<file path="config.mk">
export PLATFORM = sky130hd
export DESIGN_NAME = least_served_first_scheduler_flat
export DESIGN_NICKNAME = d
export VERILOG_FILES = /design/src/design/lsf_pkg.sv /design/src/design/lsf_req_if.sv /design/src/design/lsf_res_if.sv /design/src/design/lsf_ctrl.sv /design/src/design/lsf_dp.sv /design/src/design/least_served_first_scheduler.sv /design/src/flat_wrapper.sv
export SDC_FILE = /design/constraint.sdc
export NUM_CORES = 2
export LEC_CHECK = 0
export BUFFER_PORTS_ARGS = -buffer_cell sky130_fd_sc_hd__buf_2
export CORE_UTILIZATION = 35
export CTS_BUF_LIST = sky130_fd_sc_hd__clkbuf_8
export CTS_CLUSTER_DIAMETER = 50
export DETAILED_ROUTE_END_ITERATION = 16
export GPL_ROUTABILITY_DRIVEN = 0
export GPL_TIMING_DRIVEN = 0
export PLACE_DENSITY = 0.59
export SYNTH_ARGS = -nofsm -noshare
export SYNTH_HDL_FRONTEND = slang
export SYNTH_SLANG_ARGS = --single-unit
</file>
<file path="constraint.sdc">
create_clock -name i_clk -period 10 [get_ports i_clk]
set_clock_uncertainty 0.15 [all_clocks]
set_input_delay 2 -clock i_clk [delete_from_list [all_inputs] [get_ports i_clk]]
set_output_delay 2 -clock i_clk [all_outputs]
set_load 0.1 [all_outputs]
</file>
<file path="src/design/lsf_pkg.sv">
package lsf_pkg;

    localparam int MAX_REQUESTERS = 64;
    localparam int REQ_W          = 6;
    localparam int CNT_W          = 8;
    localparam int STAMP_W        = 16;
    localparam int SEAT_W         = 7;
    localparam int CFG_IDX_W      = 2;
    localparam int CFG_DATA_W     = 8;

    localparam logic KIND_SEAT  = 1'b0;
    localparam logic KIND_SERVE = 1'b1;

    typedef enum logic [2:0] {
        ST_SEATED   = 3'd0,
        ST_FULL     = 3'd1,
        ST_FINISHED = 3'd2,
        ST_WAITING  = 3'd3,
        ST_SERVED   = 3'd4,
        ST_EMPTY    = 3'd5
    } t_status;

    typedef enum logic [CFG_IDX_W-1:0] {
        CFG_NUM_REQ   = 2'd0,
        CFG_NUM_SEATS = 2'd1,
        CFG_SVC_LIMIT = 2'd2
    } t_cfg_idx;

    typedef struct packed {
        logic start;
        logic issue;
        logic commit;
    } t_ctl_cmd;

    typedef struct packed {
        logic scan_last;
        logic out_free;
    } t_ctl_sts;

endpackage

</file>
<file path="src/design/lsf_req_if.sv">
interface lsf_req_if;
    logic                      valid;
    logic                      ready;
    logic                      kind;
    logic [lsf_pkg::REQ_W-1:0] requester;

    modport source (output valid, output kind, output requester, input ready);
    modport sink   (input valid, input kind, input requester, output ready);
endinterface

</file>
<file path="src/design/lsf_res_if.sv">
interface lsf_res_if;
    logic                       valid;
    logic                       ready;
    logic [2:0]                 status;
    logic [lsf_pkg::REQ_W-1:0]  served_requester;
    logic [lsf_pkg::CNT_W-1:0]  served_count;
    logic [lsf_pkg::SEAT_W-1:0] free_seats;
    logic                       all_finished;

    modport source (output valid, output status, output served_requester,
                    output served_count, output free_seats, output all_finished,
                    input ready);
    modport sink   (input valid, input status, input served_requester,
                    input served_count, input free_seats, input all_finished,
                    output ready);
endinterface

</file>
<file path="src/design/lsf_ctrl.sv">
module lsf_ctrl (
    input  logic              i_clk,
    input  logic              i_rst_n,
    input  logic              i_req_valid,
    output logic              o_req_ready,
    input  lsf_pkg::t_ctl_sts i_sts,
    output lsf_pkg::t_ctl_cmd o_cmd
);

    typedef enum logic [3:0] {
        S_IDLE   = 4'b0001,
        S_SCAN   = 4'b0010,
        S_DRAIN  = 4'b0100,
        S_COMMIT = 4'b1000
    } t_state;

    t_state r_state;
    t_state n_state;

    always_ff @(posedge i_clk) begin
        if (!i_rst_n) begin
            r_state <= S_IDLE;
        end else begin
            r_state <= n_state;
        end
    end

    always_comb begin
        n_state     = r_state;
        o_cmd       = '0;
        o_req_ready = 1'b0;
        unique case (r_state)
            S_IDLE: begin
                o_req_ready = 1'b1;
                if (i_req_valid) begin
                    o_cmd.start = 1'b1;
                    n_state     = S_SCAN;
                end
            end
            S_SCAN: begin
                o_cmd.issue = 1'b1;
                if (i_sts.scan_last) begin
                    n_state = S_DRAIN;
                end
            end
            S_DRAIN: begin
                n_state = S_COMMIT;
            end
            S_COMMIT: begin
                // hold until the result register can take the transaction
                if (i_sts.out_free) begin
                    o_cmd.commit = 1'b1;
                    n_state      = S_IDLE;
                end
            end
            default: begin
                n_state = S_IDLE;
            end
        endcase
    end

endmodule

</file>
<file path="src/design/lsf_dp.sv">
module lsf_dp (
    input  logic                               i_clk,
    input  logic                               i_rst_n,
    input  logic                               i_cfg_we,
    input  logic [lsf_pkg::CFG_IDX_W-1:0]      i_cfg_idx,
    input  logic [lsf_pkg::CFG_DATA_W-1:0]     i_cfg_data,
    input  logic                               i_kind,
    input  logic [lsf_pkg::REQ_W-1:0]          i_requester,
    input  lsf_pkg::t_ctl_cmd                  i_cmd,
    output lsf_pkg::t_ctl_sts                  o_sts,
    lsf_res_if.source                          o_res
);

    localparam int REQ_W   = lsf_pkg::REQ_W;
    localparam int CNT_W   = lsf_pkg::CNT_W;
    localparam int STAMP_W = lsf_pkg::STAMP_W;
    localparam int SEAT_W  = lsf_pkg::SEAT_W;
    localparam int NREQ    = lsf_pkg::MAX_REQUESTERS;

    // configuration
    logic [SEAT_W-1:0] r_num_req;
    logic [SEAT_W-1:0] r_num_seats;
    logic [CNT_W-1:0]  r_limit;

    // scheduler state
    logic [NREQ-1:0]    r_waiting;
    logic [NREQ-1:0]    r_cnt_valid;
    logic [CNT_W-1:0]   mem_cnt   [NREQ];
    logic [STAMP_W-1:0] mem_stamp [NREQ];
    logic [STAMP_W-1:0] r_arr_ctr;
    logic [SEAT_W-1:0]  r_occ;

    // item and scan accumulators
    logic               r_kind;
    logic [REQ_W-1:0]   r_req;
    logic [REQ_W-1:0]   r_scan_idx;
    logic               r_rd_vld;
    logic [REQ_W-1:0]   r_rd_idx;
    logic [CNT_W-1:0]   r_cnt_q;
    logic               r_cnt_vld_q;
    logic [STAMP_W-1:0] r_stamp_q;
    logic               r_found;
    logic [REQ_W-1:0]   r_best_idx;
    logic [CNT_W-1:0]   r_best_cnt;
    logic [STAMP_W-1:0] r_best_age;
    logic [SEAT_W-1:0]  r_fc;
    logic [CNT_W-1:0]   r_cap_cnt;

    // result register
    logic               r_out_valid;
    logic [2:0]         r_out_status;
    logic [REQ_W-1:0]   r_out_who;
    logic [CNT_W-1:0]   r_out_cnt;
    logic [SEAT_W-1:0]  r_out_free;
    logic               r_out_fin;

    logic [SEAT_W-1:0]  n_eff;
    logic [CNT_W-1:0]   e_cnt;
    logic [STAMP_W-1:0] e_age;
    logic               e_better;
    logic               seat_ok;
    logic               serve_hit;
    lsf_pkg::t_status   res_status;
    logic [CNT_W-1:0]   new_cnt;
    logic               best_in_use;
    logic               fc_sub;
    logic               fc_add;
    logic [SEAT_W-1:0]  fc_new;
    logic [SEAT_W-1:0]  n_occ;
    logic [SEAT_W-1:0]  free_new;

    assign n_eff = (r_num_req > SEAT_W'(NREQ)) ? SEAT_W'(NREQ) : r_num_req;

    always_ff @(posedge i_clk) begin
        if (!i_rst_n) begin
            r_num_req   <= SEAT_W'(NREQ);
            r_num_seats <= SEAT_W'(4);
            r_limit     <= CNT_W'(2);
        end else if (i_cfg_we) begin
            unique case (lsf_pkg::t_cfg_idx'(i_cfg_idx))
                lsf_pkg::CFG_NUM_REQ:   r_num_req   <= i_cfg_data[SEAT_W-1:0];
                lsf_pkg::CFG_NUM_SEATS: r_num_seats <= i_cfg_data[SEAT_W-1:0];
                lsf_pkg::CFG_SVC_LIMIT: r_limit     <= i_cfg_data;
                default: ;
            endcase
        end
    end

    // scan read port: one entry per cycle, data registered
    always_ff @(posedge i_clk) begin
        if (i_cmd.issue) begin
            r_cnt_q     <= mem_cnt[r_scan_idx];
            r_stamp_q   <= mem_stamp[r_scan_idx];
            r_cnt_vld_q <= r_cnt_valid[r_scan_idx];
            r_rd_idx    <= r_scan_idx;
        end
    end

    always_ff @(posedge i_clk) begin
        if (i_cmd.commit && serve_hit) begin
            mem_cnt[r_best_idx] <= new_cnt;
        end
        if (i_cmd.commit && seat_ok) begin
            mem_stamp[r_req] <= r_arr_ctr;
        end
    end

    assign e_cnt    = r_cnt_vld_q ? r_cnt_q : '0;
    assign e_age    = r_arr_ctr - r_stamp_q;
    assign e_better = !r_found || (e_cnt < r_best_cnt)
                      || ((e_cnt == r_best_cnt) && (e_age > r_best_age));

    always_ff @(posedge i_clk) begin
        if (!i_rst_n) begin
            r_rd_vld   <= 1'b0;
            r_scan_idx <= '0;
            r_found    <= 1'b0;
            r_fc       <= '0;
        end else begin
            r_rd_vld <= i_cmd.issue;
            if (i_cmd.start) begin
                r_scan_idx <= '0;
                r_found    <= 1'b0;
                r_fc       <= '0;
            end else begin
                if (i_cmd.issue) begin
                    r_scan_idx <= r_scan_idx + REQ_W'(1);
                end
                if (r_rd_vld) begin
                    if (r_waiting[r_rd_idx] && e_better) begin
                        r_found <= 1'b1;
                    end
                    if (({1'b0, r_rd_idx} < n_eff) && (e_cnt >= r_limit)) begin
                        r_fc <= r_fc + SEAT_W'(1);
                    end
                end
            end
        end
    end

    always_ff @(posedge i_clk) begin
        if (i_cmd.start) begin
            r_kind <= i_kind;
            r_req  <= i_requester;
        end
        if (r_rd_vld) begin
            if (r_waiting[r_rd_idx] && e_better) begin
                r_best_idx <= r_rd_idx;
                r_best_cnt <= e_cnt;
                r_best_age <= e_age;
            end
            if (r_rd_idx == r_req) begin
                r_cap_cnt <= e_cnt;
            end
        end
    end

    assign o_sts.scan_last = (r_scan_idx == REQ_W'(NREQ - 1));
    assign o_sts.out_free  = !r_out_valid || o_res.ready;

    // decide the item from the scan results
    always_comb begin
        seat_ok    = 1'b0;
        serve_hit  = 1'b0;
        res_status = lsf_pkg::ST_EMPTY;
        if (r_kind == lsf_pkg::KIND_SEAT) begin
            if (({1'b0, r_req} >= n_eff) || (r_cap_cnt >= r_limit)) begin
                res_status = lsf_pkg::ST_FINISHED;
            end else if (r_waiting[r_req]) begin
                res_status = lsf_pkg::ST_WAITING;
            end else if (r_occ >= r_num_seats) begin
                res_status = lsf_pkg::ST_FULL;
            end else begin
                res_status = lsf_pkg::ST_SEATED;
                seat_ok    = 1'b1;
            end
        end else if (r_found) begin
            res_status = lsf_pkg::ST_SERVED;
            serve_hit  = 1'b1;
        end
    end

    assign new_cnt     = (r_best_cnt == '1) ? r_best_cnt : r_best_cnt + CNT_W'(1);
    assign best_in_use = ({1'b0, r_best_idx} < n_eff);
    assign fc_sub      = serve_hit && best_in_use && (r_best_cnt >= r_limit);
    assign fc_add      = serve_hit && best_in_use && (new_cnt >= r_limit);
    assign fc_new      = r_fc + SEAT_W'(fc_add) - SEAT_W'(fc_sub);

    always_comb begin
        n_occ = r_occ;
        if (seat_ok) begin
            n_occ = r_occ + SEAT_W'(1);
        end else if (serve_hit && (r_occ != '0)) begin
            n_occ = r_occ - SEAT_W'(1);
        end
    end

    assign free_new = (r_num_seats > n_occ) ? (r_num_seats - n_occ) : '0;

    always_ff @(posedge i_clk) begin
        if (!i_rst_n) begin
            r_waiting   <= '0;
            r_cnt_valid <= '0;
            r_arr_ctr   <= '0;
            r_occ       <= '0;
        end else if (i_cmd.commit) begin
            r_occ <= n_occ;
            if (seat_ok) begin
                r_waiting[r_req] <= 1'b1;
                r_arr_ctr        <= r_arr_ctr + STAMP_W'(1);
            end
            if (serve_hit) begin
                r_waiting[r_best_idx]   <= 1'b0;
                r_cnt_valid[r_best_idx] <= 1'b1;
            end
        end
    end

    always_ff @(posedge i_clk) begin
        if (!i_rst_n) begin
            r_out_valid <= 1'b0;
        end else if (i_cmd.commit) begin
            r_out_valid <= 1'b1;
        end else if (o_res.ready) begin
            r_out_valid <= 1'b0;
        end
    end

    always_ff @(posedge i_clk) begin
        if (i_cmd.commit) begin
            r_out_status <= res_status;
            r_out_who    <= serve_hit ? r_best_idx : '0;
            r_out_cnt    <= serve_hit ? new_cnt : '0;
            r_out_free   <= free_new;
            r_out_fin    <= (fc_new == n_eff);
        end
    end

    assign o_res.valid            = r_out_valid;
    assign o_res.status           = r_out_status;
    assign o_res.served_requester = r_out_who;
    assign o_res.served_count     = r_out_cnt;
    assign o_res.free_seats       = r_out_free;
    assign o_res.all_finished     = r_out_fin;

`ifndef ASSERT_OFF
    a_occ_matches_waiting: assert property (@(posedge i_clk) disable iff (!i_rst_n)
        r_occ == SEAT_W'($countones(r_waiting)))
        else $error("seat occupancy disagrees with waiting entries");

    a_commit_loads_result: assert property (@(posedge i_clk) disable iff (!i_rst_n)
        i_cmd.commit |=> r_out_valid)
        else $error("commit did not present a result");

    a_served_leaves_queue: assert property (@(posedge i_clk) disable iff (!i_rst_n)
        (i_cmd.commit && serve_hit) |=> !r_waiting[$past(r_best_idx)])
        else $error("served requester still waiting");

    a_commit_only_when_free: assert property (@(posedge i_clk) disable iff (!i_rst_n)
        i_cmd.commit |-> (!r_out_valid || o_res.ready))
        else $error("result overwritten before transaction");
`endif

endmodule

</file>
<file path="src/design/least_served_first_scheduler.sv">
// Channel  | Dir | Fields                                              | Transaction
// i_req    | in  | kind, requester                                     | valid & ready
// o_res    | out | status, served_requester, served_count,             | valid & ready
//          |     | free_seats, all_finished                            |
// cfg      | in  | i_cfg_we, i_cfg_idx, i_cfg_data                     | i_cfg_we
//
// Each item is accepted, swept against all 64 entries of the requester table
// through its single read port, drained from the read register, then committed.
// Commit waits while the previous result is still held on o_res.
// Reset is synchronous on i_rst_n and clears waiting and service-count valid bits.
// A new item is taken only once the previous one has committed.
module least_served_first_scheduler (
    input  logic                               i_clk,
    input  logic                               i_rst_n,
    input  logic                               i_cfg_we,
    input  logic [lsf_pkg::CFG_IDX_W-1:0]      i_cfg_idx,
    input  logic [lsf_pkg::CFG_DATA_W-1:0]     i_cfg_data,
    lsf_req_if.sink                            i_req,
    lsf_res_if.source                          o_res
);

    lsf_pkg::t_ctl_cmd w_cmd;
    lsf_pkg::t_ctl_sts w_sts;
    logic              w_ready;

    assign i_req.ready = w_ready;

    lsf_ctrl u_ctrl (
        .i_clk       (i_clk),
        .i_rst_n     (i_rst_n),
        .i_req_valid (i_req.valid),
        .o_req_ready (w_ready),
        .i_sts       (w_sts),
        .o_cmd       (w_cmd)
    );

    lsf_dp u_dp (
        .i_clk       (i_clk),
        .i_rst_n     (i_rst_n),
        .i_cfg_we    (i_cfg_we),
        .i_cfg_idx   (i_cfg_idx),
        .i_cfg_data  (i_cfg_data),
        .i_kind      (i_req.kind),
        .i_requester (i_req.requester),
        .i_cmd       (w_cmd),
        .o_sts       (w_sts),
        .o_res       (o_res)
    );

endmodule
</file>
<file path="src/flat_wrapper.sv">
// flat-port wrapper written by rule: the top's interface ports become plain ports
module least_served_first_scheduler_flat 
  (i_clk, i_rst_n, i_cfg_we, i_cfg_idx, i_cfg_data, i_req_valid, i_req_kind, i_req_requester, i_req_ready, o_res_valid, o_res_status, o_res_served_requester, o_res_served_count, o_res_free_seats, o_res_all_finished, o_res_ready);
  lsf_req_if i_req_i ();
  lsf_res_if o_res_i ();
  input  logic i_clk;
  input  logic i_rst_n;
  input  logic i_cfg_we;
  input  logic [lsf_pkg::CFG_IDX_W-1:0] i_cfg_idx;
  input  logic [lsf_pkg::CFG_DATA_W-1:0] i_cfg_data;
  input wire logic [$bits(i_req_i.valid)-1:0] i_req_valid;
  input wire logic [$bits(i_req_i.kind)-1:0] i_req_kind;
  input wire logic [$bits(i_req_i.requester)-1:0] i_req_requester;
  output wire logic [$bits(i_req_i.ready)-1:0] i_req_ready;
  output wire logic [$bits(o_res_i.valid)-1:0] o_res_valid;
  output wire logic [$bits(o_res_i.status)-1:0] o_res_status;
  output wire logic [$bits(o_res_i.served_requester)-1:0] o_res_served_requester;
  output wire logic [$bits(o_res_i.served_count)-1:0] o_res_served_count;
  output wire logic [$bits(o_res_i.free_seats)-1:0] o_res_free_seats;
  output wire logic [$bits(o_res_i.all_finished)-1:0] o_res_all_finished;
  input wire logic [$bits(o_res_i.ready)-1:0] o_res_ready;
  assign i_req_i.valid = i_req_valid;
  assign i_req_i.kind = i_req_kind;
  assign i_req_i.requester = i_req_requester;
  assign i_req_ready = i_req_i.ready;
  assign o_res_valid = o_res_i.valid;
  assign o_res_status = o_res_i.status;
  assign o_res_served_requester = o_res_i.served_requester;
  assign o_res_served_count = o_res_i.served_count;
  assign o_res_free_seats = o_res_i.free_seats;
  assign o_res_all_finished = o_res_i.all_finished;
  assign o_res_i.ready = o_res_ready;
  least_served_first_scheduler u_core (.i_clk(i_clk), .i_rst_n(i_rst_n), .i_cfg_we(i_cfg_we), .i_cfg_idx(i_cfg_idx), .i_cfg_data(i_cfg_data), .i_req(i_req_i), .o_res(o_res_i));
endmodule
</file>
; ---- After elaboration in Yosys (flattened, before gate mapping)
; Memories as Yosys holds them, arrays and structs flattened. A register that Yosys moved wholly into a read port is not among the register bits.
; Cells that the tools add are included.
[classes]
add_sub_neg = 10
mul = 0
div = 0
n_lt_le_gt_ge = 18
n_eq_ne = 14
shift = 0
muxes = 46
bitwise = 5
reduce_logical = 30
[ops]
columns = op, count
row1 = two-way mux 64 bit, 4
row2 = OR 64 bit, 2
row3 = bitwise AND 64 bit, 1
row4 = NOT 64 bit, 1
row5 = >= comparator 8 bit, 4
row6 = < comparator 6 x 7 -> 1 bit (second input constant), 4
row7 = two-way mux 1 bit, 25
row8 = two-way mux 7 bit, 3
row9 = binary-select mux 1 bit (select 6 bit), 3
row10 = adder 16 x 1 -> 16 bit (second input constant), 1
row11 = greater-than comparator 16 bit, 1
row12 = two-way mux 8 bit, 2
row13 = case mux 4 bit (4 select lines), 1
row14 = AND reduction 2 bit, 8
row15 = subtractor 16 bit, 1
row16 = adder 7 x 1 -> 7 bit (second input constant), 2
row17 = < comparator 6 x 7 -> 1 bit, 2
row18 = demux 1 bit (select 6 bit), 2
row19 = >= comparator 6 x 1 -> 1 bit (second input constant), 2
row20 = two-way mux 4 bit, 3
row21 = logical AND 1 bit, 11
row22 = adder 8 x 1 -> 8 bit (second input constant), 1
row23 = == test 8 bit, 1
row24 = == test 8 bit (second input constant), 1
row25 = other kinds (30), 37
[word_totals]
regBits = 270
latch_bits = 0
ram_bits = 1536
rom_bits = 0
in_bits = 22
output_inout_bits = 27
elab_cells = 151
n_memories = 2
[memory_table]
columns = memory, words, word_bits, rd, rd_ports_with_merged_regs, wr, line
row1 = u_core.u_dp.mem_stamp, 64, 16, 1, 1, 1, lsf_dp.sv:29  ; logic [STAMP_W-1:0] mem_stamp [NREQ];
row2 = u_core.u_dp.mem_cnt, 64, 8, 1, 1, 1, lsf_dp.sv:28  ; logic [CNT_W-1:0] mem_cnt [NREQ];

; ---- Longest topological paths before layout
[depth]
depth_word = 11
mapped_depth = 26

; ---- By module
; From an unflattened synthesis, not the netlist that was laid out.
[hier_totals]
cells_unflattened = 4012
hier_area_um2 = 75033.2
[by_module_without_submodules]
columns = module, n_inst, cells_each, area_each_um2
row1 = lsf_dp, 1, 3990, 74831.8
row2 = lsf_ctrl, 1, 22, 201.4

; ---- Least setup slack after synthesis
; No wires, ideal clock.
[synth_path]
kind = register to register
from = register u_core.u_dp.r_best_cnt[0]
to = register u_core.u_dp.r_out_fin (netlist: u_core.u_dp.o_res.all_finished), data pin
setup_time_ns = 0.256
arrival_time_ns = 7.088
slack_ns = 2.507
path_stages_with_launch = 26
path_cell_list = edfxtp_1 -> ha_1 -> and2_1 -> and4_1 -> nand3_1 -> o21ai_0 -> ha_1 -> a21o_1 -> a21o_1 -> a21o_1 -> a21oi_1 -> nor2b_1 -> o211ai_1 -> a21o_1 -> ha_1 -> inv_1 -> ha_1 -> fa_1 -> a21oi_1 -> nor2_1 -> nor2_1 -> o21bai_1 -> a21oi_1 -> xnor2_1 -> nor3b_1 -> o211a_1
[synth_between]
elab_chain_len = 7
elab_cells_between_ends = 10
cone_classes = add/sub: 3 / order compare: 2 / eq/ne: 2 / mux: 1 / reduce/logical: 2
[synth_lines]
columns = item, line
row1 = from (decl), lsf_dp.sv:44  ; logic [CNT_W-1:0] r_best_cnt;
row2 = from (signal assigned), lsf_dp.sv:149  ; r_best_cnt <= e_cnt;
row3 = adder 8 x 1 -> 8 bit / == test 8 bit (equally long branches), lsf_dp.sv:183  ; assign new_cnt = (r_best_cnt == '1) ? r_best_cnt : r_best_cnt + CNT_W'(1);
row4 = two-way mux 8 bit *, lsf_dp.sv:183
row5 = net u_core.u_dp.new_cnt[1], lsf_dp.sv:64  ; logic [CNT_W-1:0] new_cnt;
row6 = >= comparator 8 bit *, lsf_dp.sv:186  ; assign fc_add = serve_hit && best_in_use && (new_cnt >= r_limit);
row7 = logical AND 1 bit *, lsf_dp.sv:186
row8 = adder 7 x 1 -> 7 bit *, lsf_dp.sv:187  ; assign fc_new = r_fc + SEAT_W'(fc_add) - SEAT_W'(fc_sub);
row9 = subtractor 7 x 1 -> 7 bit *, lsf_dp.sv:187
row10 = == test 7 bit *, lsf_dp.sv:235  ; r_out_fin <= (fc_new == n_eff);
row11 = to (signal assigned), lsf_dp.sv:235
row12 = to (decl), lsf_dp.sv:55  ; logic r_out_fin;
; Mark *: on every way through the listed nets, which the timed path passes. The rest lies on a longest branch.
; A chain may end at the register's enable or synchronous reset.

; ---- Worst setup path after layout
[layout_path]
from = register u_core.u_dp.r_req[0]
to = register u_core.u_dp.r_out_free[2] (netlist: u_core.u_dp.o_res.free_seats[2]), data pin
[layout_between]
elab_chain_len = 7
elab_cells_between_ends = 10
cone_classes = add/sub: 1 / order compare: 2 / mux: 6 / reduce/logical: 1
[layout_lines]
columns = item, line
row1 = from (decl), lsf_dp.sv:35  ; logic [REQ_W-1:0] r_req;
row2 = from (signal assigned), lsf_dp.sv:144  ; r_req <= i_requester;
row3 = binary-select mux 1 bit (select 6 bit), lsf_dp.sv:169  ; end else if (r_waiting[r_req]) begin
row4 = two-way mux 1 bit (implied by the code), lsf_dp.sv:169
row5 = two-way mux 1 bit, lsf_dp.sv:169
row6 = two-way mux 1 bit *, lsf_dp.sv:167  ; if (({1'b0, r_req} >= n_eff) || (r_cap_cnt >= r_limit)) begin
row7 = two-way mux 1 bit *, lsf_dp.sv:166  ; if (r_kind == lsf_pkg::KIND_SEAT) begin
row8 = two-way mux 7 bit *, lsf_dp.sv:191  ; if (seat_ok) begin
row9 = subtractor 7 bit / greater-than comparator 7 bit (equally long branches), lsf_dp.sv:198  ; assign free_new = (r_num_seats > n_occ) ? (r_num_seats - n_occ) : '0;
row10 = to (signal assigned), lsf_dp.sv:234  ; r_out_free <= free_new;
row11 = to (decl), lsf_dp.sv:54  ; logic [SEAT_W-1:0] r_out_free;
; Every way passes the cells marked *; elsewhere a longest branch is shown, timed or not. The select of a mux whose other input is x is not followed.

==> run_results.csv <==
group,metric,value,unit
synth,synth.mux.area_fraction,17.22,%
worst_setup_path,path_max_fanout,10,
synth,netlist_top_cells_area,"edfxtp_1 66%, mux4_2 17%, dfxtp_1 5.2%, ha_1 2.0%, nor2_1 1.4%",
timing,finalMaxSlewViolations,11,
cells_and_area,drive_above_1_share,27.27,%
drt,vias,40857,
synth,synth-compound-area-share,2.339,%
cells_and_area,nets,4573,
placed_design,hpwl,147500,µm
floorplanning,die_h,463.2,µm
power,pwr-share-seq,55.7,%
power,p_leak,0.02881,µW
timing,worst_slew_pin_slew,1552,ps
cells_and_area,multiInputGateArea,20610,µm²
cells_and_area,seqCellArea,53060,µm²
worst_setup_path,crit_type,"reg -> reg",
placed_design,dpl-instance-area,80410,µm²
synth,netlist_instances,3910,
power,power_switching,3240,µW
clocking,cts_buffer_depth,4,
synth,synth-seq-area-share,71.21,%
cells_and_area,final_cells,7459,
synth,synth_ff_type,"edfxtp_1",
worst_setup_path,cp-end-kind,"flip-flop",
global_route,grt_pass1_wl,301800,µm
floorplanning,initial_utilization,35.39,%
synth,yosysUniqueCellTypes,71,
worst_setup_path,required,10560,ps
timing,fin_crit,6456,ps
clocking,clock-sinks,1830,
clocking,clockRootBuffer,"clkbuf_8",
drt,drc,0,
global_route,antenna_found_initial,14,
cells_and_area,most-common-layout-cells,"1637 x edfxtp_1, 549 x mux4_2, 337 x clkbuf_8",
synth,syn_nets,4054,
timing,rsz0062_at_grt,"false",
outcome,failed_checks,"capacitance limit, slew limit",
clocking,h-tree-depth,5,
clocking,cts_hold_buffers,0,
synth,synthXorXnorAreaFrac,0.5764,%
timing,hold_viol,0,
drt,dr.pass1.iters,8,
synth,syn_area,74460,µm²
floorplanning,die-area,214600,µm²
cells_and_area,final_common_cell,"edfxtp_1",
floorplanning,row_count,168,
clocking,cts_setup_buffers,0,
clocking,cts_tree,"done",
timing,setup_viol,0,
power,p_clk_share,42.0,%
synth,synth-simple-area-share,4.905,%
clocking,cts.clk_slew.worst_paths,60,ps
global_route,overflow,0,
synth,yosysTopAreaCell,"edfxtp_1",
power,irDropWorstVdd,0.0001406,V
power,power.density,171.9,nW/µm²
drt,vias_per_cell,5.478,
timing,fin_crit_sh,64.56,%
cells_and_area,areaGrowthSynthToFinish,15.55,%
clocking,cts_inserted_buffers,316,
outcome,status,"finished, violations left",
placed_design,dp.cells,6914,
global_route,grt_pass1_vias,41041,
worst_setup_path,start_kind,"flip-flop",
floorplanning,die_x,463.2,µm
run,maxCapViolations,2,
timing,fmax,154.9,MHz
synth,synth_top_family_by_area,"multiplexers",
synth,ys_warn_count,0,
synth,ys_async_sr_fraction,0,%
synth,synth_top_area_share,66.02,%
synth,synth-seq-cells,1830,
cells_and_area,design_area,86040,µm²
cells_and_area,fillers,18650,
drt,wire_per_inst,28.30,µm
power,comb_power_share,2.3,%
clocking,cts_resized,0,
min_path,hp-class,"reg -> reg",
drt,drt-total-wl,211100,µm
floorplanning,core-area,210400,µm²
synth,synthAdderAreaFrac,2.080,%
floorplanning,io_pins,49,
synth,synth_area_per_cell,19.04,µm²
drt,ant_nets,0,
synth,synth_enable_flop_cells,1637,
clocking,insertion_delay,1050,ps
power,swShare,21.91,%
global_route,grtUsageTotal,19.57,%
drt,drtIter0Drc,4426,
placed_design,portBuffers,47,
power,internal_power,11550,µW
global_route,grt_max_degree,71,
timing,slew_headroom,-3.489,%
power,total_power,14790,µW
cells_and_area,post-route-util,40.89,%
worst_setup_path,worstPathArrival,7020,ps
==> path summary, 6_finish.rpt <==
kind	cells past startpoint	end	slack, ps	from
worst max register to register	19	u_core.u_dp.o_res.free_seats[2]$_SDFFCE_PP0P_	3540	u_core.u_dp.r_req[0]$_DFFE_PP_
worst min-delay path	0	u_core.u_dp.r_rd_idx[4]$_DFFE_PP_	280	u_core.u_dp.r_scan_idx[4]$_SDFFE_PP0P_
worst min register to register	0	u_core.u_dp.r_rd_idx[4]$_DFFE_PP_	280	u_core.u_dp.r_scan_idx[4]$_SDFFE_PP0P_
worst max-delay path	19	u_core.u_dp.o_res.free_seats[2]$_SDFFCE_PP0P_	3540	u_core.u_dp.r_req[0]$_DFFE_PP_
==> sequential cells by signal, summed over array words and instances (netlist names), 8 cells and up <==
register / flops
u_core.u_dp.r_stamp_q: 16
u_core.u_dp.r_arr_ctr: 16
u_core.u_dp.r_best_cnt: 8
u_core.u_dp.r_best_age: 16
u_core.u_dp.r_cnt_q: 8
u_core.u_dp.r_waiting: 64
u_core.u_dp.o_res.served_count: 8
u_core.u_dp.mem_stamp: 1024
u_core.u_dp.r_cnt_valid: 64
u_core.u_dp.r_limit: 8
u_core.u_dp.mem_cnt: 512
u_core.u_dp.r_cap_cnt: 8
==> logic make-up (layout without fill, tap and decap cells) <==
| kind of cell | Yosys count | after routing |
|---|---|---|
| AOI/OAI and AO/OA | 273 | 273 |
| and+or+nand+nor | 729 | 729 |
| DFF | 1830 | 1830 |
| adders and majority gates | 122 | 122 |
| other | 0 | 5 |
| xor gates and xnor gates | 49 | 49 |
| buffers and inverters | 313 | 1052 |
| muxes | 594 | 594 |
==> power groups by stage <==
stage	combinational (µW)	sequential (µW)	clock, µW
2_1_floorplan	206	8390	0
3_3_place_gp	323	8400	0
3_5_place_dp	338	8400	0
4_1_cts	340	8240	6330
5_1_grt	361	8230	6650
6_report	343	8240	6210
==> stage by stage <==
stage	TNS (ps)	hold slack (ps)	worst slack (ps)
finish	0	280.3	3544
global route	0	292.4	3221
CTS	0	279.9	3679
detailed placement	0	268.3	3577
global placement	-2020	275.3	-2020
floorplan	0	256.4	2507
==> critical path, stage by stage (launching register included) <==
cell and delay [ps]:
edfxtp_1 630, nand2b_1 170, clkbuf_1 620, o22a_1 320, o22ai_1 80, or4_4 520
nor4b_4 610, and2_0 200, clkbuf_1 410, o21ai_0 190, a221oi_1 320, ha_1 300
nor2b_1 130, o21ai_0 200, a21boi_0 170, o21ai_0 260, a21oi_1 130, o21a_1 180
o22ai_1 420, nor3_1 130
==> cells in the mapped netlist, types with 14 or more instances <==
master       n
nor2_1     279
nor4_1      39
nand3_1     30
o21ai_0     40
o21a_1      14
nand4_1     20
nor3_1      35
a21oi_1    105
o31ai_1     14
nand2b_1    28
mux2i_1     42
nand3b_1    15
buf_1       50
mux4_2     549
clkbuf_1   157
and2_1      21
nand2_1    128
dfxtp_1    193
xnor2_1     36
inv_1       87
or4_1       59
and3_1      17
a21o_1      17
or3_1       17
ha_1       119
edfxtp_1  1637
==> metal layers <==
layer / track usage [%] / wire length (µm)
met3: 3.901 / 16650
met5: 0 / 12
met1: 26.42 / 86590
met2: 31.16 / 100200
met4: 7.485 / 7615
==> layout make-up <==
type / instances / area share [%]
Timing Repair Buffer: 201 / 2.331
Inverter: 89 / 0.3883
Clock buffer: 337 / 5.391
Tap cell: 2805 / 4.079
Antenna cell: 5 / 0.01454
Sequential cell: 1830 / 61.66
Buffer: 224 / 1.076
Clock inverter: 201 / 1.105
Multi-Input combinational cell: 1767 / 23.95
Note: power is estimated with default switching activity, not from simulation.
